**config.mk**
```make
export PLATFORM = sky130hd
export DESIGN_NAME = rnc_buf
export DESIGN_NICKNAME = d
export VERILOG_FILES = /design/src/rtl/rnc_pkg.sv /design/src/rtl/rnc_buf.sv
export SDC_FILE = /design/constraint.sdc
export NUM_CORES = 2
export LEC_CHECK = 0
export BUFFER_PORTS_ARGS = -buffer_cell sky130_fd_sc_hd__buf_4
export CORE_UTILIZATION = 55
export CTS_CLUSTER_DIAMETER = 100
export DETAILED_ROUTE_END_ITERATION = 7
export GPL_ROUTABILITY_DRIVEN = 0
export HOLD_SLACK_MARGIN = 0.15
export PLACE_DENSITY = 0.71
export SYNTH_ARGS = -nofsm -noshare
export SYNTH_HDL_FRONTEND = slang
export SYNTH_SLANG_ARGS = --single-unit
```
**constraint.sdc**
```tcl
create_clock -name clk -period 6.7 [get_ports clk]
set_input_delay 2.01 -clock clk [delete_from_list [all_inputs] [get_ports clk]]
set_output_delay 2.01 -clock clk [all_outputs]
set_load 0.1 [all_outputs]
```
**src/rtl/rnc_pkg.sv**
```systemverilog
// Shared types, constants and fp16/fp32 helper functions for the chunked
// RMS normalization block. No dependencies.
package rnc_pkg;

    localparam int MAX_CHUNK = 64;
    localparam int ADDR_W    = $clog2(MAX_CHUNK);
    localparam int LEN_W     = $clog2(MAX_CHUNK + 1);
    localparam int CFG_W     = 32;

    localparam logic [LEN_W-1:0] CHUNK_LEN_RST = LEN_W'(MAX_CHUNK);
    localparam logic [31:0]      EPS_RST       = 32'h358637BD;

    localparam logic [31:0] F32_ONE  = 32'h3F800000;
    localparam logic [31:0] F32_QNAN = 32'h7FC00000;
    localparam logic [31:0] F32_DNAN = 32'hFFC00000;
    localparam logic [31:0] F32_PINF = 32'h7F800000;
    localparam logic [31:0] F32_QBIT = 32'h00400000;
    localparam logic [14:0] F16_QNAN = 15'h7E00;
    localparam logic [14:0] F16_INF  = 15'h7C00;

    typedef enum logic {
        CFG_CHUNK_LEN = 1'b0,
        CFG_EPSILON   = 1'b1
    } cfg_idx_t;

    typedef struct packed {
        logic        start;
        logic [31:0] a;
        logic [31:0] b;
    } fp_req_t;

    typedef struct packed {
        logic        start;
        logic        op_sqrt;
        logic [31:0] a;
        logic [31:0] b;
    } ds_req_t;

    typedef struct packed {
        logic        done;
        logic [31:0] value;
    } fp_rsp_t;

    function automatic logic f32_is_nan(input logic [31:0] f);
        return (f[30:23] == 8'hFF) && (f[22:0] != 23'd0);
    endfunction

    function automatic logic f32_is_inf(input logic [31:0] f);
        return (f[30:23] == 8'hFF) && (f[22:0] == 23'd0);
    endfunction

    function automatic logic f32_is_zero(input logic [31:0] f);
        return f[30:0] == 31'd0;
    endfunction

    // fp16 -> fp32, exact
    function automatic logic [31:0] h2f(input logic [15:0] h);
        logic [4:0]  e5;
        logic [9:0]  m;
        logic [3:0]  p;
        logic [10:0] t;
        logic [7:0]  ef;
        logic [31:0] r;
        e5 = h[14:10];
        m  = h[9:0];
        p  = 4'd0;
        for (int i = 0; i < 10; i++) begin
            if (m[i]) p = 4'(i);
        end
        t  = {1'b0, m} << (4'd10 - p);
        ef = 8'(p) + 8'd103;
        if (e5 == 5'h1F) begin
            r = {h[15], 8'hFF, m, 13'd0};
        end else if (e5 == 5'd0) begin
            if (m == 10'd0) r = {h[15], 31'd0};
            else            r = {h[15], ef, t[9:0], 13'd0};
        end else begin
            r = {h[15], 8'(e5) + 8'd112, m, 13'd0};
        end
        return r;
    endfunction

    // fp32 -> fp16, round to nearest even
    function automatic logic [15:0] f2h(input logic [31:0] b);
        logic              s;
        logic [7:0]        ef;
        logic [22:0]       mant;
        logic signed [9:0] e;
        logic [15:0]       hm;
        logic [12:0]       low13;
        logic [23:0]       full;
        logic [4:0]        sh;
        logic [23:0]       hm24;
        logic [23:0]       low24;
        logic [23:0]       half24;
        logic [15:0]       r;
        s    = b[31];
        ef   = b[30:23];
        mant = b[22:0];
        e    = $signed({2'b00, ef}) - 10'sd127;
        hm   = 16'd0;
        if (ef == 8'hFF) begin
            r = {s, (mant != 23'd0) ? F16_QNAN : F16_INF};
        end else if (ef == 8'd0 || e < -10'sd25) begin
            r = {s, 15'd0};
        end else if (e > 10'sd15) begin
            r = {s, F16_INF};
        end else if (e >= -10'sd14) begin
            hm    = {1'b0, 5'(e + 10'sd15), mant[22:13]};
            low13 = mant[12:0];
            if (low13 > 13'h1000 || (low13 == 13'h1000 && hm[0])) hm = hm + 16'd1;
            r = {s, hm[14:0]};
        end else begin
            full   = {1'b1, mant};
            sh     = 5'(-e - 10'sd1);
            hm24   = full >> sh;
            low24  = full & ((24'd1 << sh) - 24'd1);
            half24 = 24'd1 << (sh - 5'd1);
            if (low24 > half24 || (low24 == half24 && hm24[0])) hm24 = hm24 + 24'd1;
            r = {s, hm24[14:0]};
        end
        return r;
    endfunction

    // Round and pack: value = m / 2^26 * 2^(be - 127); m[0] carries sticky.
    // m[26] is the leading one, except at be == 1 where it may be clear.
    function automatic logic [31:0] fp_round(input logic s, input logic signed [10:0] be,
                                             input logic [26:0] m);
        logic [26:0]        mm;
        logic [7:0]         fld;
        logic signed [11:0] shs;
        logic [4:0]         sh;
        logic               lost;
        logic               rnd;
        logic [30:0]        body;
        shs = 12'sd1 - 12'(be);
        sh  = shs[4:0];
        if (be >= 11'sd255) begin
            return {s, 8'hFF, 23'd0};
        end
        if (be <= 11'sd0) begin
            if (shs >= 12'sd27) begin
                mm = {26'd0, |m};
            end else begin
                lost = |(m & ((27'd1 << sh) - 27'd1));
                mm   = (m >> sh) | {26'd0, lost};
            end
            fld = 8'd0;
        end else begin
            mm  = m;
            fld = m[26] ? be[7:0] : 8'd0;
        end
        rnd  = mm[2] & (mm[1] | mm[0] | mm[3]);
        body = {fld, mm[25:3]} + 31'(rnd);
        return {s, body};
    endfunction

    // Small unsigned count (nonzero) to fp32, exact
    function automatic logic [31:0] n_to_f32(input logic [LEN_W-1:0] n);
        logic [4:0]  p;
        logic [29:0] t;
        p = 5'd0;
        for (int i = 0; i < LEN_W; i++) begin
            if (n[i]) p = 5'(i);
        end
        t = 30'(n) << (5'd23 - p);
        return {1'b0, 8'(p) + 8'd127, t[22:0]};
    endfunction

endpackage

```
**src/rtl/rnc_buf.sv**
```systemverilog
// Element buffer: activation and gamma pairs, one synchronous write port and
// one synchronous read port with registered data. Uses rnc_pkg.
module rnc_buf
    import rnc_pkg::*;
(
    input  logic              clk,
    input  logic              wr_en,
    input  logic [ADDR_W-1:0] wr_addr,
    input  logic [31:0]       wr_data,
    input  logic              rd_en,
    input  logic [ADDR_W-1:0] rd_addr,
    output logic [31:0]       rd_data
);

    logic [31:0] mem_q [MAX_CHUNK];
    logic [31:0] rd_data_reg;

    always_ff @(posedge clk)
    begin
        if (wr_en)
        begin
            mem_q[wr_addr] <= wr_data;
        end
        if (rd_en)
        begin
            rd_data_reg <= mem_q[rd_addr];
        end
    end

    assign rd_data = rd_data_reg;

endmodule

```
==> Yosys cells after proc, flatten, opt, wreduce, memory -nomap -nowiden <==
Memories as Yosys holds them, arrays and structs flattened. A register that Yosys moved wholly into a read port is not among the register bits.
Index checks and enable logic that the tools add are counted.
{ "classes": {"add_sub_neg": 0, "mul": 0, "div_mod_pow": 0, "order_cmp": 0, "n_eq_ne": 0, "shift": 0, "n_mux": 2, "n_bitwise": 0, "n_reduce_logical": 0} }
{ "op_table": {"columns": ["operator", "n"], "rows": [
  ["1-bit two-way mux", 2]
]} }
{ "word_totals": {"reg_bits": 0, "latch_bits": 0, "ramBits": 2048, "romBits": 0, "output_inout_bits": 32, "mem_count": 1} }
{ "memory_table": {"columns": ["memory", "depth", "word_bits", "rd", "rd_ports_with_merged_regs", "write_ports", "line", "text"], "rows": [
  ["mem_q", 64, 32, 1, 1, 1, "rnc_buf.sv:15", "logic [31:0] mem_q [MAX_CHUNK];"]
]} }

==> Depth between registers and ports, before layout <==
{ "logic_depth": {"word_depth": 2, "ltp_mapped": 10, "ltp_nobuf": 5} }

==> Worst setup path after synthesis <==
OpenSTA, ideal clock, no wires.
{ "synth_path": {"path_type": "input to register", "startpoint": "input port wr_addr[3]", "endpoint": "memory mem_q[48][0] (enable)", "setup_time_ns": 0.461, "arrival_ns": 4.709, "path_slack_ns": 1.530, "cell_stages": 4, "n_path_buf": 1, "cell_sequence": "clkbuf_1 nor2b_1 nand4b_1 nor3_1"} }
{ "synth_rtl": {"columns": ["item", "line", "text"], "rows": [
  ["from (decl)", "rnc_buf.sv:8", "input logic [ADDR_W-1:0] wr_addr,"],
  ["to (decl)", "rnc_buf.sv:15", null]
]} }
Straight into the memory's write port.

==> metrics.cfg <==
[critical_path]
end_kind=flop
worst_ep_required_time_ns=7.20
cp-start-kind=primary input
crit_type=in2reg
crit_arrival_ns=5.46
crit_path_max_fanout=31

[clock_network]
root_buffer=clkbuf_16
clockBufferDepth=3
hold_buffers=0
tritoncts=built
clk_pin_slew_ns=0.06
cts_resized=0
clock-sinks=2080
post_cts_buffers=0
numCtsBuffers=194
clkLatencyLatePin_ns=0.83
htree_levels=4

[finish]
drive_above_1_share_pct=29.2
area_growth_pct=12.3
largest_reg_flops=2048
multi_input_area_sq_mm=0.0160
fin_area_sq_mm=0.0885
seqCellArea_sq_mm=0.0625
nFillCells=9176
nets=3584
final_util_pct=62.4

[detailed_routing]
detail-route-antenna-nets=0
first_iter_violations=5563
first_pass_iters=8
totalWireLength_mm=200
viasPerCell=6.72
wire_per_inst_um=35.8
drc=0
vias=37600

[global_route]
grt_overflow=0
grt_pass1_wl_mm=284
grt_max_degree=111
grt_pass1_vias=37900
grt_use_total_pct=28.0
grt_antenna_before_repair=18

[floorplanning]
start_util_pct=55.5
core.rowCount=138
die_x_um=381
die_h_um=381
core_area_sq_mm=0.142
dieArea_sq_mm=0.145
ioPinCount=79

[placement]
place_area_sq_mm=0.0825
portBuffers=78
dp_hpwl_mm=117

[sta]
fin_crit_sh_pct=74.0
period_minus_slack_ns=4.96
skew_ns=0.0397
drv_slew=0
max_freq_mhz=202
tightest_slew_ns=1.45
rsz0062_at_grt=no
relSlewSlack_pct=2.71
tns_ns=0
setup_viol=0
hold_viol_final=0

[yosys]
yosysSeqAreaShare_pct=79.2
synth_edf_count=2080
async_reset_ff_share_pct=0
syn_area_sq_mm=0.0788
yosysMostFrequentCell=edfxtp_1
netlist_instances=3324
ys_warn_count=0
synth_top_area_share_pct=79.2
ys_top_cells_by_count=edfxtp_1, mux4_2, nor2_1
synth.top_cells.by_area=edfxtp_1, mux4_2, mux2i_1
mappedNetlistNets=3371
yosysTopAreaCell=edfxtp_1
synth_flop_cell=edfxtp_1
synth.distinct_cells=33
ys_ff_latch=2080
syn_avg_cell_area_sq_um=23.7

[pwr]
ir_drop_mv=0.296
p_per_area_mw_per_mm2=299
p_leak_uw=0.0274

[outcome]
outcome=completed

[run]
drv_cap=0

[worst_hold_path]
hold_class=reg2reg

==> cell type report <==
type | instances | share of cell area, %
clock buffer | 244 | 5.84
tap | 1890 | 2.67
multi-input combinational | 1062 | 18.0
sequential | 2080 | 70.6
antenna | 5 | 0.0141
timing repair buffer | 199 | 1.90
clock inverter | 118 | 0.957
==> critical path, stage by stage <==
cell     delay, ns
buf_8         0.36
buf_4         0.46
buf_4         0.43
mux4_2        0.55
mux2i_1       0.15
nor2_1        0.09
o32ai_1       1.24
nor3_1        0.11
==> power by group <==
group	internal [uW]	switching, uW	total (uW)
combinational	487	1010	1500
clock	5810	4680	10500
sequential	14400	53.1	14500
total	20700	5750	26500
==> through the flow <==
stage / total power [uW] / setup WS (ns) / instances / hold slack, ns
after floorplan: 15600 / 1.53 / 3324 / 0.750
after global placement: 16200 / 0.934 / 5231 / 0.852
after detailed placement: 16300 / 0.877 / 5231 / 0.848
after CTS: 26500 / 1.74 / 5593 / 0.877
after global routing: 27100 / 1.63 / 5593 / 0.963
final: 26500 / 1.74 / 5598 / 0.867
==> routing by layer <==
layer / track usage (%) / vias up / part of all wire (%)
li1: - / 14700 / -
met1: 38.9 / 20000 / 36
met2: 44.3 / 2545 / 48
met3: 6.71 / 343 / 12
met4: 9.44 / 20 / 3.4
met5: 0 / - / 0.061
==> worst paths after layout <==
kind / slack [ns] / to / startpoint / cells after the start
min: 0.87 / rd_data[4] / mem_q[13][4] / 4
max: 1.74 / rd_data[20] / rd_addr[0] / 8
min reg2reg: 0.87 / rd_data[4] / mem_q[13][4] / 4
max reg2reg: 3.92 / rd_data[20] / mem_q[39][20] / 5
==> kinds of logic after synthesis <==
family	count (synthesis)	synth area share [%]
DFF	2080	79.2
AOI/OAI and AO/OA	202	1.67
buffers and inverters	182	1.12
muxes	637	16.7
and+or+nand+nor	223	1.26
==> layout by cell type, fill, tap and decap left out, types with 5 or more instances in the layout <==
cell type / n
nor3_1: 5
a22oi_1: 12
a21oi_1: 62
mux2i_1: 93
nand2b_1: 7
diode_2: 5
clkbuf_16: 200
bufinv_16: 9
clkinv_2: 43
inv_6: 6
o221ai_1: 27
clkbuf_1: 44
a311oi_1: 7
nand3_1: 5
nor2b_1: 15
mux4_2: 544
nor2_4: 62
nand3b_1: 5
edfxtp_1: 2080
buf_12: 13
o22ai_1: 84
clkinv_1: 51
nand2_1: 26
nor2_1: 75
buf_4: 183
No activity file was read; power rests on OpenSTA's default activity.
