`src/rtl/rnc_pkg.sv`:
```
// Shared types, constants and fp16/fp32 helper functions for the chunked
// RMS normalization block. No dependencies.
package rnc_pkg;

    localparam int MAX_CHUNK = 64;
    localparam int ADDR_W    = $clog2(MAX_CHUNK);
    localparam int LEN_W     = $clog2(MAX_CHUNK + 1);
    localparam int CFG_W     = 32;

    localparam logic [LEN_W-1:0] CHUNK_LEN_RST = LEN_W'(MAX_CHUNK);
    localparam logic [31:0]      EPS_RST       = 32'h358637BD;

    localparam logic [31:0] F32_ONE  = 32'h3F800000;
    localparam logic [31:0] F32_QNAN = 32'h7FC00000;
    localparam logic [31:0] F32_DNAN = 32'hFFC00000;
    localparam logic [31:0] F32_PINF = 32'h7F800000;
    localparam logic [31:0] F32_QBIT = 32'h00400000;
    localparam logic [14:0] F16_QNAN = 15'h7E00;
    localparam logic [14:0] F16_INF  = 15'h7C00;

    typedef enum logic {
        CFG_CHUNK_LEN = 1'b0,
        CFG_EPSILON   = 1'b1
    } cfg_idx_t;

    typedef struct packed {
        logic        start;
        logic [31:0] a;
        logic [31:0] b;
    } fp_req_t;

    typedef struct packed {
        logic        start;
        logic        op_sqrt;
        logic [31:0] a;
        logic [31:0] b;
    } ds_req_t;

    typedef struct packed {
        logic        done;
        logic [31:0] value;
    } fp_rsp_t;

    function automatic logic f32_is_nan(input logic [31:0] f);
        return (f[30:23] == 8'hFF) && (f[22:0] != 23'd0);
    endfunction

    function automatic logic f32_is_inf(input logic [31:0] f);
        return (f[30:23] == 8'hFF) && (f[22:0] == 23'd0);
    endfunction

    function automatic logic f32_is_zero(input logic [31:0] f);
        return f[30:0] == 31'd0;
    endfunction

    // fp16 -> fp32, exact
    function automatic logic [31:0] h2f(input logic [15:0] h);
        logic [4:0]  e5;
        logic [9:0]  m;
        logic [3:0]  p;
        logic [10:0] t;
        logic [7:0]  ef;
        logic [31:0] r;
        e5 = h[14:10];
        m  = h[9:0];
        p  = 4'd0;
        for (int i = 0; i < 10; i++) begin
            if (m[i]) p = 4'(i);
        end
        t  = {1'b0, m} << (4'd10 - p);
        ef = 8'(p) + 8'd103;
        if (e5 == 5'h1F) begin
            r = {h[15], 8'hFF, m, 13'd0};
        end else if (e5 == 5'd0) begin
            if (m == 10'd0) r = {h[15], 31'd0};
            else            r = {h[15], ef, t[9:0], 13'd0};
        end else begin
            r = {h[15], 8'(e5) + 8'd112, m, 13'd0};
        end
        return r;
    endfunction

    // fp32 -> fp16, round to nearest even
    function automatic logic [15:0] f2h(input logic [31:0] b);
        logic              s;
        logic [7:0]        ef;
        logic [22:0]       mant;
        logic signed [9:0] e;
        logic [15:0]       hm;
        logic [12:0]       low13;
        logic [23:0]       full;
        logic [4:0]        sh;
        logic [23:0]       hm24;
        logic [23:0]       low24;
        logic [23:0]       half24;
        logic [15:0]       r;
        s    = b[31];
        ef   = b[30:23];
        mant = b[22:0];
        e    = $signed({2'b00, ef}) - 10'sd127;
        hm   = 16'd0;
        if (ef == 8'hFF) begin
            r = {s, (mant != 23'd0) ? F16_QNAN : F16_INF};
        end else if (ef == 8'd0 || e < -10'sd25) begin
            r = {s, 15'd0};
        end else if (e > 10'sd15) begin
            r = {s, F16_INF};
        end else if (e >= -10'sd14) begin
            hm    = {1'b0, 5'(e + 10'sd15), mant[22:13]};
            low13 = mant[12:0];
            if (low13 > 13'h1000 || (low13 == 13'h1000 && hm[0])) hm = hm + 16'd1;
            r = {s, hm[14:0]};
        end else begin
            full   = {1'b1, mant};
            sh     = 5'(-e - 10'sd1);
            hm24   = full >> sh;
            low24  = full & ((24'd1 << sh) - 24'd1);
            half24 = 24'd1 << (sh - 5'd1);
            if (low24 > half24 || (low24 == half24 && hm24[0])) hm24 = hm24 + 24'd1;
            r = {s, hm24[14:0]};
        end
        return r;
    endfunction

    // Round and pack: value = m / 2^26 * 2^(be - 127); m[0] carries sticky.
    // m[26] is the leading one, except at be == 1 where it may be clear.
    function automatic logic [31:0] fp_round(input logic s, input logic signed [10:0] be,
                                             input logic [26:0] m);
        logic [26:0]        mm;
        logic [7:0]         fld;
        logic signed [11:0] shs;
        logic [4:0]         sh;
        logic               lost;
        logic               rnd;
        logic [30:0]        body;
        shs = 12'sd1 - 12'(be);
        sh  = shs[4:0];
        if (be >= 11'sd255) begin
            return {s, 8'hFF, 23'd0};
        end
        if (be <= 11'sd0) begin
            if (shs >= 12'sd27) begin
                mm = {26'd0, |m};
            end else begin
                lost = |(m & ((27'd1 << sh) - 27'd1));
                mm   = (m >> sh) | {26'd0, lost};
            end
            fld = 8'd0;
        end else begin
            mm  = m;
            fld = m[26] ? be[7:0] : 8'd0;
        end
        rnd  = mm[2] & (mm[1] | mm[0] | mm[3]);
        body = {fld, mm[25:3]} + 31'(rnd);
        return {s, body};
    endfunction

    // Small unsigned count (nonzero) to fp32, exact
    function automatic logic [31:0] n_to_f32(input logic [LEN_W-1:0] n);
        logic [4:0]  p;
        logic [29:0] t;
        p = 5'd0;
        for (int i = 0; i < LEN_W; i++) begin
            if (n[i]) p = 5'(i);
        end
        t = 30'(n) << (5'd23 - p);
        return {1'b0, 8'(p) + 8'd127, t[22:0]};
    endfunction

endpackage

```
`src/rtl/rnc_fmul.sv`:
```
// Pipelined fp32 multiplier: mantissa product, then round and pack.
// Operands are normal, zero, inf or NaN (never subnormal here). Uses rnc_pkg.
module rnc_fmul
    import rnc_pkg::*;
(
    input  logic    clk,
    input  logic    rst_n,
    input  fp_req_t req,
    output fp_rsp_t rsp
);

    logic               v1_reg;
    logic               sp_reg;
    logic [31:0]        sp_val_reg;
    logic               sign_reg;
    logic signed [10:0] be_reg;
    logic [47:0]        prod_reg;
    logic               done_reg;
    logic [31:0]        res_reg;

    logic        a_nan, b_nan, a_inf, b_inf, a_zero, b_zero, s;
    logic        sp_next;
    logic [31:0] sp_val_next;

    always_comb
    begin
        a_nan  = f32_is_nan(req.a);
        b_nan  = f32_is_nan(req.b);
        a_inf  = f32_is_inf(req.a);
        b_inf  = f32_is_inf(req.b);
        a_zero = req.a[30:23] == 8'd0;
        b_zero = req.b[30:23] == 8'd0;
        s      = req.a[31] ^ req.b[31];
        sp_next     = 1'b1;
        sp_val_next = {s, 31'd0};
        if (a_nan)
            sp_val_next = req.a | F32_QBIT;
        else if (b_nan)
            sp_val_next = req.b | F32_QBIT;
        else if ((a_inf && b_zero) || (a_zero && b_inf))
            sp_val_next = F32_DNAN;
        else if (a_inf || b_inf)
            sp_val_next = {s, F32_PINF[30:0]};
        else if (a_zero || b_zero)
            sp_val_next = {s, 31'd0};
        else
            sp_next = 1'b0;
    end

    always_ff @(posedge clk or negedge rst_n)
    begin
        if (!rst_n)
        begin
            v1_reg   <= 1'b0;
            done_reg <= 1'b0;
        end
        else
        begin
            v1_reg   <= req.start;
            done_reg <= v1_reg;
        end
    end

    always_ff @(posedge clk)
    begin
        if (req.start)
        begin
            sp_reg     <= sp_next;
            sp_val_reg <= sp_val_next;
            sign_reg   <= s;
            be_reg     <= $signed({3'b000, req.a[30:23]}) + $signed({3'b000, req.b[30:23]})
                          - 11'sd127;
            prod_reg   <= {1'b1, req.a[22:0]} * {1'b1, req.b[22:0]};
        end
        if (v1_reg)
        begin
            if (sp_reg)
                res_reg <= sp_val_reg;
            else if (prod_reg[47])
                res_reg <= fp_round(sign_reg, be_reg + 11'sd1,
                                    {prod_reg[47:22], |prod_reg[21:0]});
            else
                res_reg <= fp_round(sign_reg, be_reg, {prod_reg[46:21], |prod_reg[20:0]});
        end
    end

    assign rsp.done  = done_reg;
    assign rsp.value = res_reg;

endmodule

```
`config.mk`:
```
export PLATFORM = sky130hd
export DESIGN_NAME = rnc_fmul
export DESIGN_NICKNAME = d
export VERILOG_FILES = /design/src/rtl/rnc_pkg.sv /design/src/rtl/rnc_fmul.sv
export SDC_FILE = /design/constraint.sdc
export NUM_CORES = 2
export LEC_CHECK = 0
export BUFFER_PORTS_ARGS = -buffer_cell sky130_fd_sc_hd__buf_2
export CAP_MARGIN = 20
export CORE_MARGIN = 2
export CORE_UTILIZATION = 60
export DETAILED_ROUTE_END_ITERATION = 6
export PLACE_DENSITY_LB_ADDON = 0.12
export SKIP_LAST_GASP = 1
export SYNTH_ARGS = -nofsm -noshare
export SYNTH_HDL_FRONTEND = slang
export SYNTH_SLANG_ARGS = --single-unit
```
`constraint.sdc`:
```
create_clock -name clk -period 5.85 [get_ports clk]
set_clock_uncertainty 0.15 [all_clocks]
set_input_delay 0.585 -clock clk [delete_from_list [all_inputs] [get_ports clk]]
set_output_delay 0.585 -clock clk [all_outputs]
set_load 0.005 [all_outputs]
```
Word-level counts from Yosys, hierarchy flattened

Cells that the tools add are included.

Register bits: 126
Input bits: 67
Word-level logic and storage cells: 107

Add/subtract/negate cells: 9
Multiply operators: 1
Magnitude comparators: 6
Equal/unequal tests: 2
Shift-type cells: 4
Multiplexer cells: 42
Bitwise operators: 11
Reductions and logical operators: 23

Operators with widths:

| kind                  | count |
|---|---|
| $mux 26               | 12 |
| $mux 32               | 9 |
| $mux 8                | 11 |
| $add 31x1->31         | 2 |
| $and 27x27->27        | 2 |
| $reduce_or 27->1      | 2 |
| $shl 1x5->27 const A  | 2 |
| $shr 27x5->26         | 2 |
| $sub 27x1->27 const B | 2 |
| $or 26x1->26          | 2 |
| $mul 24x24->48        | 1 |
| $reduce_or 48->1      | 1 |
| $reduce_or 47->1      | 1 |
| $logic_not 23->1      | 2 |
| $reduce_bool 23->1    | 2 |
| $mux 31               | 1 |
| $ge 12x6->1 const B   | 2 |
| $reduce_or 22->1      | 1 |
| $reduce_or 21->1      | 1 |
| $eq 8x8->1 const B    | 2 |
| $logic_not 8->1       | 2 |
| $sub 2x11->12 const A | 1 |
| $add 10x2->11 const B | 1 |
| $ge 11x9->1 const B   | 1 |
| other kinds (14)      | 33 |

Depth between registers and ports, before layout

Depth in word-level cells: 20
Depth in mapped cells: 30

Least setup slack after synthesis

Ideal clock, no wire load.

Path type: in2reg
Start point: in req[3] in the netlist's numbering
End point: reg prod_reg[47], data pin
Setup time: 0.260 ns
Data arrival time: 7.453 ns
Path slack: -2.013 ns
Cell stages on the path: 28
Cell sequence: clkbuf_1 > clkbuf_1 > nand2_1 > fa_1 > inv_1 > fa_1 > inv_1 > fa_1 > fa_1 > inv_1 > fa_1 > fa_1 > inv_1 > fa_1 > inv_1 > ha_1 > a21o_1 > a221oi_1 > o21ai_0 > a21oi_1 > o21ai_0 > a2111oi_0 > o31ai_1 > a21oi_1 > a31o_2 > o21ai_0 > a21oi_1 > xnor2_1

Longest elaborated chain between the ends: 1

RTL lines:

| what                 | line           | text |
|---|---|---|
| from (decl)          | rnc_fmul.sv:8  | `input fp_req_t req,` |
| $mul 24x24->48       | rnc_fmul.sv:73 | `prod_reg <= {1'b1, req.a[22:0]} * {1'b1, req.b[22:0]};` |
| to (signal assigned) | rnc_fmul.sv:73 |  |
| to (decl)            | rnc_fmul.sv:17 | `logic [47:0] prod_reg;` |

Every way passes these cells.
A chain may end at the register's enable or synchronous reset.

Final worst setup path

Start point: in req[3] in the netlist's numbering
End point: reg prod_reg[46], data pin

The elaborated chain is that of the path after synthesis.

==> results.md <==
* Vias in the first global route at between 20,000 and 30,000
* Syn avg cell area at around 9 sq um
* R2r worst-path depth at 18
* Required time of the critical path at just under 6000 ps
* Mapped cell area at between 0.03 and 0.04 sq mm
* Worst hold path class: in -> async
* Core area at 0.0527 sq mm
* Setup-failing EPs final at 32
* # IOs at 100
* TritonRoute pass-1 iters at 6
* Synth area leader: fa_1
* Slew HR at 0.340
* RSZ-0062 raised after global routing: yes
* Final HPWL from detailed placement at 89,100 um
* Crit path max fanout at 6
* Worst-path clk slew at ~70 ps
* Run status: finished, violations left
* Setup WS post-layout at -1180 ps
* Antenna violations before repair at 5
* 1st-iter DRT viols at 3,216
* Most frequent CP cell: fa_1
* DRC viols at 0
* Fraction of layout cells with a size suffix above 1 at 0.226
* Final hold violation count at 0
* Critical Path Start: req[3]
* Die area at 0.0553 sq mm
* Avg WL per Cell at 24.2 um
* Post-synthesis cell type count at 113
* Failing checks: negative setup slack
* Peak Freq at 142 MHz
* Slowest stage cell, crit path: fa_1
* Die Y at 235 um
* Initial Util at 0.609
* First-pass GRT wire length at 171,000 um
* Routability cong. at 1.04
* Critical R2R Capture: res_reg[28]$_DFFE_PP_
* Startpoint types: input port
* FF-to-FF setup slack at around 340 ps
* Via Count at 28,500
* Max-slew violations at 0
* Final WL at approximately 110,000 um
* Yosys warnings at 0
* Nets at around 4,700
* FF+latch count, synth at 126
* Critical path class: in -> reg
* Rows at between 80 and 90
* Synth top area cells: fa_1 (30%), edfxtp_1 (12%), ha_1 (7.9%)
* Global route overflow at 0
* Max reg flops at 48
* Slew @ Worst Pin at 979 ps
* Clock Tree Buf Depth at 2
* H-tree levels at 4
* CP Capture Point: prod_reg[46]$_DFFE_PP_
* CTS buffer count at 17
* GRT Total Usage at 0.402
* Setup WS pre-CTS at -1850 ps
* Worst path arrival time at 7070 ps
* Top FF cell, synth: edfxtp_1
* Port Buf Inserts at 99
* Syn Inst Count at 3,629
* Reg-to-reg startpoint: be_reg[1]$_DFFE_PP_
* Fin crit share at 1.20
* Ys async rst share at 0.0159
* Endpoint type of the worst setup path: flop
* Largest net degree at the start of global routing at between 60 and 70
* Clock latency on the worst-skew pair at roughly 440 ps
* Net Count, Synth at 4,381
* Total of max-cap violations at 0
* CTS tree: yes
* Share of the synthesized area in the top cell type at 0.302
* CTS sink cnt at 126
* Post-synth EDFFs at 124
* Routed Antenna Nets at 0
* Seq/Total Area, Yosys at 0.118
* Die X at 235 um
* Largest stage delay, worst path at 560 ps
* Via density at 6.18
* Fin crit period at between 7000 and 8000 ps
* P&R area growth vs syn at 16.8%
* CTS root buffer: clkbuf_16
## layout by cell type, fill, tap and decap left out, types with 44 or more instances in the layout
cell type	instances
a21oi_1	98
and2_1	230
buf_2	72
buf_4	345
buf_6	49
edfxtp_1	124
fa_1	459
ha_1	184
inv_1	577
mux2i_1	71
mux4_2	44
nand2_1	400
nand3_1	52
nor2_1	192
nor3_1	47
o21ai_0	89
xnor2_1	76
## critical path: cells and delay by family
| kind | cells | cell delay [ps] |
|---|---|---|
| buffers and inverters | 8 | 580 |
| and+or+nand+nor | 3 | 250 |
| AOI/OAI and AO/OA | 8 | 1770 |
| adders and majority gates | 8 | 3720 |
| xor gates and xnor gates | 1 | 130 |
## kinds of logic after synthesis
family          synth area share
mux                       0.0623
fa+ha+maj                  0.380
xor+xnor                  0.0335
buf+inv                    0.106
compound gates             0.117
flops                      0.118
simple gates               0.184
## layout make-up
type | instances | area, sq um
multi-input cells | 2639 | 25700
clock buffers | 17 | 425
clock inverters | 15 | 175
well taps | 688 | 861
flip-flops and latches | 126 | 3770
fillers | 3984 | 15200
repair buffers | 503 | 4210
diodes | 1 | 2.50
inverters | 624 | 2360
## what timing repair did
item	CTS	global route
hold buffers	1	0
resized for setup	200	83
endpoints found under the setup margin	33	34
buffers inserted	28	14
pin swaps	111	45
gates cloned	1	1
endpoints found under the hold margin	2	0
## layer usage
layer  global-route usage  routed length (um)  up-vias
met2                0.619               49400     1799
met5                    0                  29        -
met3               0.0971               12600      427
met1                0.517               41600    13900
li1                     -                   -    12400
met4                0.238                8060        4
## worst min-delay path by stage
stage          start            endpoint  slack (ps)
2_1_floorplan  rst_n  done_reg$_DFF_PN0_         140
3_3_place_gp   rst_n  done_reg$_DFF_PN0_         220
3_5_place_dp   rst_n    v1_reg$_DFF_PN0_         220
4_1_cts        rst_n  done_reg$_DFF_PN0_         290
5_1_grt        rst_n  done_reg$_DFF_PN0_         300
6_report       rst_n  done_reg$_DFF_PN0_         310
## synthesized netlist by cell type (28+ instances only)
library cell and n:
buf_2 28, nand2_1 416, inv_1 618, ha_1 202
xnor2_1 79, clkbuf_1 177, mux4_2 44, fa_1 483
edfxtp_1 124, a21oi_1 120, nor2_1 202, nor3_1 47
xor2_1 31, nand3_1 54, a21o_1 29, and2_1 261
o21ai_0 101, mux2i_1 71
## per-stage QoR
stage	hold slack (ps)	utilization	setup TNS (ps)	area, sq um	instances
6_report	306	0.712	-24920	37500	4613
5_1_grt	296	0.712	-28620	37500	4612
4_1_cts	286	0.704	-21040	37100	4598
3_5_place_dp	223	0.675	-45500	35600	4538
3_3_place_gp	219	0.675	-43050	35500	4537
2_1_floorplan	139	-	-22900	32600	3629
Power is not shown: default switching activity piles up to over one toggle a cycle in this logic, so the estimate is an artifact.
