**config.mk**
```make
export PLATFORM = sky130hd
export DESIGN_NAME = rnc_divsqrt
export DESIGN_NICKNAME = d
export VERILOG_FILES = /design/src/rtl/rnc_pkg.sv /design/src/rtl/rnc_divsqrt.sv
export SDC_FILE = /design/constraint.sdc
export NUM_CORES = 1
export LEC_CHECK = 0
export BUFFER_PORTS_ARGS = -buffer_cell sky130_fd_sc_hd__buf_2
export CAP_MARGIN = 10
export CORE_ASPECT_RATIO = 1.5
export CORE_MARGIN = 2
export CORE_UTILIZATION = 57
export DETAILED_ROUTE_END_ITERATION = 12
export GPL_ROUTABILITY_DRIVEN = 1
export PLACE_DENSITY_LB_ADDON = 0.05
export SLEW_MARGIN = 20
export SYNTH_ARGS = -nofsm -noshare
export SYNTH_HDL_FRONTEND = slang
export SYNTH_SLANG_ARGS = --single-unit
export TNS_END_PERCENT = 10
```
**constraint.sdc**
```tcl
create_clock -name clk -period 5.3 [get_ports clk]
set_input_delay 1.06 -clock clk [delete_from_list [all_inputs] [get_ports clk]]
set_output_delay 1.06 -clock clk [all_outputs]
set_load 0.02 [all_outputs]
```
**src/rtl/rnc_pkg.sv**
```systemverilog
// Shared types, constants and fp16/fp32 helper functions for the chunked
// RMS normalization block. No dependencies.
package rnc_pkg;

    localparam int MAX_CHUNK = 64;
    localparam int ADDR_W    = $clog2(MAX_CHUNK);
    localparam int LEN_W     = $clog2(MAX_CHUNK + 1);
    localparam int CFG_W     = 32;

    localparam logic [LEN_W-1:0] CHUNK_LEN_RST = LEN_W'(MAX_CHUNK);
    localparam logic [31:0]      EPS_RST       = 32'h358637BD;

    localparam logic [31:0] F32_ONE  = 32'h3F800000;
    localparam logic [31:0] F32_QNAN = 32'h7FC00000;
    localparam logic [31:0] F32_DNAN = 32'hFFC00000;
    localparam logic [31:0] F32_PINF = 32'h7F800000;
    localparam logic [31:0] F32_QBIT = 32'h00400000;
    localparam logic [14:0] F16_QNAN = 15'h7E00;
    localparam logic [14:0] F16_INF  = 15'h7C00;

    typedef enum logic {
        CFG_CHUNK_LEN = 1'b0,
        CFG_EPSILON   = 1'b1
    } cfg_idx_t;

    typedef struct packed {
        logic        start;
        logic [31:0] a;
        logic [31:0] b;
    } fp_req_t;

    typedef struct packed {
        logic        start;
        logic        op_sqrt;
        logic [31:0] a;
        logic [31:0] b;
    } ds_req_t;

    typedef struct packed {
        logic        done;
        logic [31:0] value;
    } fp_rsp_t;

    function automatic logic f32_is_nan(input logic [31:0] f);
        return (f[30:23] == 8'hFF) && (f[22:0] != 23'd0);
    endfunction

    function automatic logic f32_is_inf(input logic [31:0] f);
        return (f[30:23] == 8'hFF) && (f[22:0] == 23'd0);
    endfunction

    function automatic logic f32_is_zero(input logic [31:0] f);
        return f[30:0] == 31'd0;
    endfunction

    // fp16 -> fp32, exact
    function automatic logic [31:0] h2f(input logic [15:0] h);
        logic [4:0]  e5;
        logic [9:0]  m;
        logic [3:0]  p;
        logic [10:0] t;
        logic [7:0]  ef;
        logic [31:0] r;
        e5 = h[14:10];
        m  = h[9:0];
        p  = 4'd0;
        for (int i = 0; i < 10; i++) begin
            if (m[i]) p = 4'(i);
        end
        t  = {1'b0, m} << (4'd10 - p);
        ef = 8'(p) + 8'd103;
        if (e5 == 5'h1F) begin
            r = {h[15], 8'hFF, m, 13'd0};
        end else if (e5 == 5'd0) begin
            if (m == 10'd0) r = {h[15], 31'd0};
            else            r = {h[15], ef, t[9:0], 13'd0};
        end else begin
            r = {h[15], 8'(e5) + 8'd112, m, 13'd0};
        end
        return r;
    endfunction

    // fp32 -> fp16, round to nearest even
    function automatic logic [15:0] f2h(input logic [31:0] b);
        logic              s;
        logic [7:0]        ef;
        logic [22:0]       mant;
        logic signed [9:0] e;
        logic [15:0]       hm;
        logic [12:0]       low13;
        logic [23:0]       full;
        logic [4:0]        sh;
        logic [23:0]       hm24;
        logic [23:0]       low24;
        logic [23:0]       half24;
        logic [15:0]       r;
        s    = b[31];
        ef   = b[30:23];
        mant = b[22:0];
        e    = $signed({2'b00, ef}) - 10'sd127;
        hm   = 16'd0;
        if (ef == 8'hFF) begin
            r = {s, (mant != 23'd0) ? F16_QNAN : F16_INF};
        end else if (ef == 8'd0 || e < -10'sd25) begin
            r = {s, 15'd0};
        end else if (e > 10'sd15) begin
            r = {s, F16_INF};
        end else if (e >= -10'sd14) begin
            hm    = {1'b0, 5'(e + 10'sd15), mant[22:13]};
            low13 = mant[12:0];
            if (low13 > 13'h1000 || (low13 == 13'h1000 && hm[0])) hm = hm + 16'd1;
            r = {s, hm[14:0]};
        end else begin
            full   = {1'b1, mant};
            sh     = 5'(-e - 10'sd1);
            hm24   = full >> sh;
            low24  = full & ((24'd1 << sh) - 24'd1);
            half24 = 24'd1 << (sh - 5'd1);
            if (low24 > half24 || (low24 == half24 && hm24[0])) hm24 = hm24 + 24'd1;
            r = {s, hm24[14:0]};
        end
        return r;
    endfunction

    // Round and pack: value = m / 2^26 * 2^(be - 127); m[0] carries sticky.
    // m[26] is the leading one, except at be == 1 where it may be clear.
    function automatic logic [31:0] fp_round(input logic s, input logic signed [10:0] be,
                                             input logic [26:0] m);
        logic [26:0]        mm;
        logic [7:0]         fld;
        logic signed [11:0] shs;
        logic [4:0]         sh;
        logic               lost;
        logic               rnd;
        logic [30:0]        body;
        shs = 12'sd1 - 12'(be);
        sh  = shs[4:0];
        if (be >= 11'sd255) begin
            return {s, 8'hFF, 23'd0};
        end
        if (be <= 11'sd0) begin
            if (shs >= 12'sd27) begin
                mm = {26'd0, |m};
            end else begin
                lost = |(m & ((27'd1 << sh) - 27'd1));
                mm   = (m >> sh) | {26'd0, lost};
            end
            fld = 8'd0;
        end else begin
            mm  = m;
            fld = m[26] ? be[7:0] : 8'd0;
        end
        rnd  = mm[2] & (mm[1] | mm[0] | mm[3]);
        body = {fld, mm[25:3]} + 31'(rnd);
        return {s, body};
    endfunction

    // Small unsigned count (nonzero) to fp32, exact
    function automatic logic [31:0] n_to_f32(input logic [LEN_W-1:0] n);
        logic [4:0]  p;
        logic [29:0] t;
        p = 5'd0;
        for (int i = 0; i < LEN_W; i++) begin
            if (n[i]) p = 5'(i);
        end
        t = 30'(n) << (5'd23 - p);
        return {1'b0, 8'(p) + 8'd127, t[22:0]};
    endfunction

endpackage

```
**src/rtl/rnc_divsqrt.sv**
```systemverilog
// Shared bit-serial unit: fp32 divide (positive normal operands) or square
// root (positive finite nonzero operand), one result bit a cycle. Uses rnc_pkg.
module rnc_divsqrt
    import rnc_pkg::*;
(
    input  logic    clk,
    input  logic    rst_n,
    input  ds_req_t req,
    output fp_rsp_t rsp
);

    typedef enum logic [1:0] {
        DS_IDLE, DS_NORM, DS_ITER, DS_FIN
    } ds_state_t;

    localparam logic [4:0] LAST_STEP = 5'd25;

    ds_state_t          state_reg;
    logic               op_reg;
    logic [23:0]        mb_reg;
    logic [24:0]        m_reg;
    logic [28:0]        rem_reg;
    logic [51:0]        acc_reg;
    logic [25:0]        q_reg;
    logic signed [10:0] e_reg;
    logic [4:0]         cnt_reg;
    logic               done_reg;
    logic [31:0]        res_reg;

    logic [23:0]        ma, mb;
    logic signed [10:0] be0;
    logic [28:0]        rem2, trial;
    logic [24:0]        m_adj;
    logic signed [10:0] be_fin;

    always_comb
    begin
        ma     = {1'b1, req.a[22:0]};
        mb     = {1'b1, req.b[22:0]};
        be0    = $signed({3'b000, req.a[30:23]}) - $signed({3'b000, req.b[30:23]}) + 11'sd127;
        rem2   = {rem_reg[26:0], acc_reg[51:50]};
        trial  = {1'b0, q_reg, 2'b01};
        m_adj  = e_reg[0] ? m_reg : {m_reg[23:0], 1'b0};
        be_fin = op_reg ? ((e_reg - 11'sd27) >>> 1) + 11'sd152 : e_reg;
    end

    always_ff @(posedge clk or negedge rst_n)
    begin
        if (!rst_n)
        begin
            state_reg <= DS_IDLE;
            done_reg  <= 1'b0;
        end
        else
        begin
            done_reg <= 1'b0;
            case (state_reg)
                DS_IDLE:
                begin
                    if (req.start)
                    begin
                        op_reg  <= req.op_sqrt;
                        q_reg   <= 26'd0;
                        cnt_reg <= 5'd0;
                        if (req.op_sqrt)
                        begin
                            m_reg     <= {1'b0, req.a[30:23] != 8'd0, req.a[22:0]};
                            e_reg     <= (req.a[30:23] == 8'd0) ? -11'sd149
                                         : $signed({3'b000, req.a[30:23]}) - 11'sd150;
                            state_reg <= DS_NORM;
                        end
                        else
                        begin
                            mb_reg <= mb;
                            if (ma < mb)
                            begin
                                rem_reg <= {4'd0, ma, 1'b0};
                                e_reg   <= be0 - 11'sd1;
                            end
                            else
                            begin
                                rem_reg <= {5'd0, ma};
                                e_reg   <= be0;
                            end
                            state_reg <= DS_ITER;
                        end
                    end
                end
                DS_NORM:
                begin
                    // subnormal radicand: shift up one bit a cycle
                    if (!m_reg[23])
                    begin
                        m_reg <= {m_reg[23:0], 1'b0};
                        e_reg <= e_reg - 11'sd1;
                    end
                    else
                    begin
                        acc_reg   <= {m_adj, 27'd0};
                        e_reg     <= e_reg[0] ? e_reg : e_reg - 11'sd1;
                        rem_reg   <= 29'd0;
                        state_reg <= DS_ITER;
                    end
                end
                DS_ITER:
                begin
                    if (op_reg)
                    begin
                        acc_reg <= {acc_reg[49:0], 2'b00};
                        if (rem2 >= trial)
                        begin
                            rem_reg <= rem2 - trial;
                            q_reg   <= {q_reg[24:0], 1'b1};
                        end
                        else
                        begin
                            rem_reg <= rem2;
                            q_reg   <= {q_reg[24:0], 1'b0};
                        end
                    end
                    else
                    begin
                        if (rem_reg >= {5'd0, mb_reg})
                        begin
                            rem_reg <= {rem_reg[27:0] - {4'd0, mb_reg}, 1'b0};
                            q_reg   <= {q_reg[24:0], 1'b1};
                        end
                        else
                        begin
                            rem_reg <= {rem_reg[27:0], 1'b0};
                            q_reg   <= {q_reg[24:0], 1'b0};
                        end
                    end
                    cnt_reg <= cnt_reg + 5'd1;
                    if (cnt_reg == LAST_STEP)
                        state_reg <= DS_FIN;
                end
                DS_FIN:
                begin
                    res_reg   <= fp_round(1'b0, be_fin, {q_reg, rem_reg != 29'd0});
                    done_reg  <= 1'b1;
                    state_reg <= DS_IDLE;
                end
                default:
                begin
                    state_reg <= DS_IDLE;
                end
            endcase
        end
    end

    assign rsp.done  = done_reg;
    assign rsp.value = res_reg;

endmodule

```
### Yosys cells after proc, flatten, opt, wreduce, memory -nomap -nowiden

Index checks and enable logic that the tools add are counted.

| storage, ports and cells | value |
|---|---|
| logic and storage cells | 122 |
| flip-flop bits (word level) | 206 |

| operators by class | value |
|---|---|
| eq/ne operators | 12 |
| add/subtract/negate cells | 13 |
| reduce and logical (&&, ||, !) cells | 21 |
| $lt $le $gt $ge | 6 |
| mux-type cells | 49 |
| shift operators | 2 |
| bitwise logic cells | 6 |

Operators by type and width:

| kind | number |
|---|---|
| 29-bit two-way mux | 6 |
| 26-bit two-way mux | 5 |
| 25-bit two-way mux | 5 |
| 52-bit two-way mux | 2 |
| 52-bit case mux with 2 select lines | 1 |
| 29-bit case mux with 3 select lines | 1 |
| 11-bit two-way mux | 7 |
| 31-bit two-way mux | 2 |
| 27-bit OR reduction | 2 |
| 26-bit case mux with 2 select lines | 1 |
| 25-bit case mux with 2 select lines | 1 |
| 8-bit two-way mux | 4 |
| 31-bit by 1-bit adder with 31-bit output | 1 |
| 29-bit by 24-bit greater-or-equal comparator with 1-bit output | 1 |
| 29-bit by 28-bit greater-or-equal comparator with 1-bit output | 1 |
| 29-bit nonzero test | 1 |
| 29-bit by 28-bit subtractor with 29-bit output | 1 |
| 28-bit by 24-bit subtractor with 28-bit output | 1 |
| 27-bit bitwise AND | 1 |
| 1-bit by 5-bit left shift with 27-bit output (first input constant) | 1 |
| 27-bit by 5-bit >> shifter with 26-bit output | 1 |
| 27-bit by 1-bit subtractor with 27-bit output (second input constant) | 1 |
| 26-bit by 1-bit bitwise OR with 26-bit output | 1 |
| 24-bit less-than comparator | 1 |
| other kinds (35) | 60 |

### Longest topological paths before layout

| depth | value |
|---|---|
| depth in word-level cells | 18 |
| gate-level depth with buffers | 25 |
| gate-level depth less buffers | 20 |

### Worst setup path before layout

Ideal clock, no wire load.

| path | value |
|---|---|
| path kind | flip-flop to flip-flop |
| start point | register e_reg[0] |
| end point | register res_reg[0] (data pin) |
| path buffers | 9 |
| period minus slack after synthesis | 5872 ps |
| data arrival time | 5593 ps |
| cell stages (with the launch flop) | 24 |
| setup slack | -572 ps |
| cells stage by stage | edfxtp_1 ha_1 buf_2 xor2_1 a21oi_2 clkbuf_1 clkbuf_1 ha_1 clkbuf_1 buf_1 clkbuf_1 clkbuf_1 clkbuf_1 or3_1 ha_1 o21ai_1 or2_2 clkbuf_1 nand4_1 nand2_1 a222oi_1 and4_1 and3_1 a2111oi_0 |

| between the ends | value |
|---|---|
| longest elaborated chain between the ends | 18 |

RTL lines:

| what | RTL line | source |
|---|---|---|
| start, declared | rnc_divsqrt.sv:25 | `logic signed [10:0] e_reg;` |
| start signal, assigned | rnc_divsqrt.sv:68 | `e_reg <= (req.a[30:23] == 8'd0) ? -11'sd149` |
| start signal, assigned | rnc_divsqrt.sv:78 | `e_reg <= be0 - 11'sd1;` |
| start signal, assigned | rnc_divsqrt.sv:95 | `e_reg <= e_reg - 11'sd1;` |
| 11-bit by 6-bit subtractor with 11-bit output | rnc_divsqrt.sv:44 | `be_fin = op_reg ? ((e_reg - 11'sd27) >>> 1) + 11'sd152 : e_reg;` |
| 10-bit by 9-bit adder with 11-bit output | rnc_divsqrt.sv:44 |  |
| 11-bit two-way mux (*) | rnc_divsqrt.sv:44 |  |
| 2-bit by 11-bit subtractor with 12-bit output | rnc_pkg.sv:136 | `shs = 12'sd1 - 12'(be);` |
| 1-bit by 5-bit left shift with 27-bit output | rnc_pkg.sv:145 | `lost = \|(m & ((27'd1 << sh) - 27'd1));` |
| 27-bit by 1-bit subtractor with 27-bit output | rnc_pkg.sv:145 |  |
| 27-bit bitwise AND | rnc_pkg.sv:145 |  |
| 27-bit OR reduction | rnc_pkg.sv:145 |  |
| 26-bit by 1-bit bitwise OR with 26-bit output | rnc_pkg.sv:146 | `mm = (m >> sh) \| {26'd0, lost};` |
| 26-bit two-way mux | rnc_pkg.sv:142 | `if (shs >= 12'sd27) begin` |
| 26-bit two-way mux (2 in a row) | rnc_pkg.sv:141 | `if (be <= 11'sd0) begin` |
| 26-bit two-way mux | rnc_divsqrt.sv:57 | `case (state_reg)` |
| 1-bit bitwise OR (2 in a row) | rnc_pkg.sv:153 | `rnd = mm[2] & (mm[1] \| mm[0] \| mm[3]);` |
| 1-bit bitwise AND | rnc_pkg.sv:153 |  |
| 31-bit by 1-bit adder with 31-bit output | rnc_pkg.sv:154 | `body = {fld, mm[25:3]} + 31'(rnd);` |
| 31-bit two-way mux (*) | rnc_pkg.sv:141 |  |
| end signal, assigned | rnc_divsqrt.sv:140 | `res_reg <= fp_round(1'b0, be_fin, {q_reg, rem_reg != 29'd0});` |
| end, declared | rnc_divsqrt.sv:28 | `logic [31:0] res_reg;` |

Every way passes the cells marked *; elsewhere a longest branch is shown, timed or not. The select of a mux whose other input is x is not followed.
A chain may end at the register's enable or synchronous reset.

### Worst setup path in the final report

| path | value |
|---|---|
| start point | register e_reg[1] |
| end point | register res_reg[29] (data pin) |

Same word-level chain as after synthesis.

==> flow_metrics.env <==
export IMPL_status="finished, final reports clean"
export IMPL_slew_headroom_pct=31.4
export IMPL_fin_crit_ns=5.26
export IMPL_fmax_mhz=190
export IMPL_rsz0062_at_grt="true"
export IMPL_clock_path_buffers=2
export IMPL_avgSynthCellArea_um2=8.72
export IMPL_design_die_area_um2=29800
export IMPL_cp_common_cell="nor4_4"
export IMPL_path_delay_family="compound AO/OA/AOI/OAI gates"
export IMPL_synthDistinctLibCells=88
export IMPL_post_route_drc_count=0
export IMPL_crit_chain="ha_4 > o21ai_4 > xnor2_2 > inv_1 > ha_2 > xor2_1 > o21a_1 > o22a_1 > a211o_1 > or4_4 > a221o_1 > o22a_2 > nor3_1 > buf_4 > a21oi_1 > nor4_4 > buf_12 > nand4_4 > nor4_4 > mux2_4"
export IMPL_n_antenna_cell=0
export IMPL_yosys_warnings=0
export IMPL_ys_flop_type="edfxtp_1"
export IMPL_vias=14955
export IMPL_area_growth_pct=13.2
export IMPL_critPathBufInv=3
export IMPL_synth_seq_area_share_pct=32.9
export IMPL_clk_root_buffer_cell="clkbuf_16"
export IMPL_grt_total_usage_pct=34.5
export IMPL_synth_area_um2=16200
export IMPL_postLayoutCellArea_um2=18300
export IMPL_syn_nets=2025
export IMPL_io_pins=101
export IMPL_io_buffers=97
export IMPL_period_share_pct=99.3
export IMPL_crit_type="reg2reg"
export IMPL_crit_fanout=6
export IMPL_maxCapViolations=0
export IMPL_p_leak_nw=7.72
export IMPL_drive_gt1_share_pct=15.0
export IMPL_rows=75
export IMPL_dpl_instance_area_um2=17600
export IMPL_path_clk_slew_ns=0.08
export IMPL_antenna_found_initial=0
export IMPL_wl_per_cell_um=21.9
export IMPL_cts_max_level=4
export IMPL_viasPerCell=6.40
export IMPL_finalSetupViolations=0
export IMPL_power_density_nw_per_um2=592
export IMPL_cpPeakStageDelay_ns=0.46
export IMPL_grt_max_degree=84
export IMPL_grt_pass1_vias=14807
export IMPL_synth_edf_count=175
export IMPL_slowest_stage="edfxtp_1"
export IMPL_hold_viol=0
export IMPL_drt_pass1_iterations=5
export IMPL_slew_violations=0
export IMPL_grt_pass1_wl_mm=79.5
export IMPL_numClockSinks=178
export IMPL_ant_nets=0
export IMPL_start_kind="flip-flop"
export IMPL_largest_reg_flops=31
export IMPL_ys_ff_latch=178
export IMPL_core_um2=28000
export IMPL_clock_skew_ns=0.0119
export IMPL_gp_congestion=0.970
export IMPL_async_reset_ff_share_pct=1.69
export IMPL_cts_tree="done"
export IMPL_synthCells=1858
export IMPL_hold_class="in2async"
export IMPL_hpwl_mm=39.2
export IMPL_r2r_slack_ns=0.04
export IMPL_cts_buffers_inserted=17
export IMPL_drt_initial_drc_count=1073
export IMPL_totalWireLength_mm=51.1
export IMPL_die_w_um=142
export IMPL_grt_overflow_total=0
export IMPL_initial_utilization_pct=57.9
export IMPL_crit_path_end_kind="flip-flop"
export IMPL_die_h_um=210
export IMPL_tightest_slew_ns=1.02
export IMPL_finalNetCount=2143
export IMPL_cts_hold_buf=0
export IMPL_setup_tns_ns=0
export IMPL_worstPathRequired_ns=5.51
export IMPL_crit_arrival_ns=5.47
export IMPL_vdd_drop_max_mv=0.320
export IMPL_clk_latency_ns=0.46
[Yosys cell counts, types with 6 or more instances]
| master | instances | area (um^2) |
|---|---|---|
| edfxtp_1 | 175 | 5260 |
| inv_1 | 125 | 469 |
| clkbuf_1 | 73 | 274 |
| ha_1 | 97 | 1210 |
| and2_1 | 38 | 238 |
| nand4_1 | 24 | 150 |
| a22o_1 | 27 | 236 |
| buf_1 | 10 | 37.5 |
| and3_1 | 18 | 113 |
| a211o_1 | 6 | 52.6 |
| o31ai_1 | 10 | 75.1 |
| or2_2 | 8 | 50.1 |
| o21bai_1 | 14 | 105 |
| nand2_1 | 161 | 604 |
| o211ai_1 | 13 | 97.6 |
| o21ai_0 | 124 | 621 |
| a21boi_0 | 6 | 45.0 |
| buf_2 | 10 | 50.1 |
| a21oi_1 | 117 | 586 |
| o21a_1 | 13 | 97.6 |
| xor2_1 | 43 | 377 |
| nand3_1 | 43 | 215 |
| mux2i_1 | 138 | 1380 |
| a21o_1 | 40 | 300 |
| mux2_2 | 12 | 135 |
| nor3_1 | 48 | 240 |
| o22ai_1 | 27 | 169 |
| nand2b_1 | 15 | 93.8 |
| a211oi_1 | 19 | 143 |
| xnor2_1 | 64 | 561 |
| nor2b_1 | 23 | 144 |
| a31oi_1 | 19 | 119 |
| or3_1 | 17 | 106 |
| nor2_1 | 137 | 514 |
| or4_1 | 6 | 45.0 |
| nor4_1 | 21 | 131 |
[layer usage]
| metal | up-vias | global-route usage (%) | routed length (um) |
|---|---|---|---|
| li1 | 7122 | - | - |
| met1 | 7102 | 38.1 | 19000 |
| met2 | 559 | 62.1 | 26100 |
| met3 | 172 | 4.02 | 2280 |
| met4 | 0 | 22.8 | 3610 |
| met5 | - | 0 | 0 |
[logic make-up (layout without fill, tap and decap cells)]
logic type | after synthesis | count (layout) | share of synthesized area [%]
XOR/XNOR | 107 | 107 | 5.79
AO/OA/AOI/OAI | 514 | 514 | 20.8
multiplexers | 151 | 151 | 9.50
adder cells (fa/ha/maj) | 100 | 100 | 7.80
other | 1 | 1 | 0.0231
buffers and inverters | 225 | 356 | 5.45
flip-flops | 178 | 178 | 32.9
AND/OR/NAND/NOR | 582 | 582 | 17.7
[worst paths after layout]
kind,endpoint,cells after the start,from
worst max-delay path,res_reg[29],20,e_reg[1]
worst min-delay path,done_reg,1,rst_n
worst max register to register,res_reg[29],20,e_reg[1]
worst min register to register,acc_reg[40],2,acc_reg[38]
max in group asynchronous,state_reg[1],1,rst_n
min in group clk,acc_reg[40],2,acc_reg[38]
[cell usage in the layout, fill, tap and decap left out, drive strengths merged, types with 12 or more instances in the layout]
master	synthesis	routed
buf	25	197
edfxtp	175	175
nand2	161	161
mux2i	138	138
nor2	137	137
inv	126	135
o21ai	126	126
a21oi	120	120
ha	97	97
xnor2	64	64
nor3	48	48
nand3	44	44
xor2	43	43
a21o	40	40
and2	39	39
a22o	27	27
o22ai	27	27
nand4	25	25
nor2b	23	23
nor4	23	23
a31oi	19	19
a211oi	19	19
and3	18	18
or3	17	17
clkbuf	73	17
nand2b	15	15
o21bai	14	14
o211ai	14	14
o21a	13	13
mux2	12	12
[what timing repair did]
item                                    in CTS  in global routing
resized for setup                            0                 26
endpoints found under the setup margin       0                 18
setup buffers                                0                  5
[layout make-up]
type,instances,area (um^2)
clock buffers,17,425
multi-input cells,1455,10200
clock inverters,15,200
flip-flops and latches,178,5330
well taps,346,433
repair buffers,197,1310
inverters,127,477
fillers,2340,9620
[report_power, final]
| part | switching (mW) | total, mW | internal [mW] |
|---|---|---|---|
| sequential | 0.472 | 2.66 | 2.19 |
| clock | 0.666 | 1.36 | 0.689 |
| combinational | 4.16 | 6.84 | 2.68 |
[per-stage QoR]
stage          util, %  hold WS [ns]  cells  total power [mW]  setup slack (ns)
2_1_floorplan        -         0.500   1858              7.33           -0.0440
3_3_place_gp      62.8         0.508   2298              9.21            0.0734
3_5_place_dp      62.8         0.514   2298              9.31            0.0241
4_1_cts           65.0         0.399   2330              10.7           0.00316
5_1_grt           65.6         0.402   2335              11.6            -0.120
6_report          65.6         0.413   2335              10.9            0.0395
Note: power is estimated with default switching activity, not from simulation.
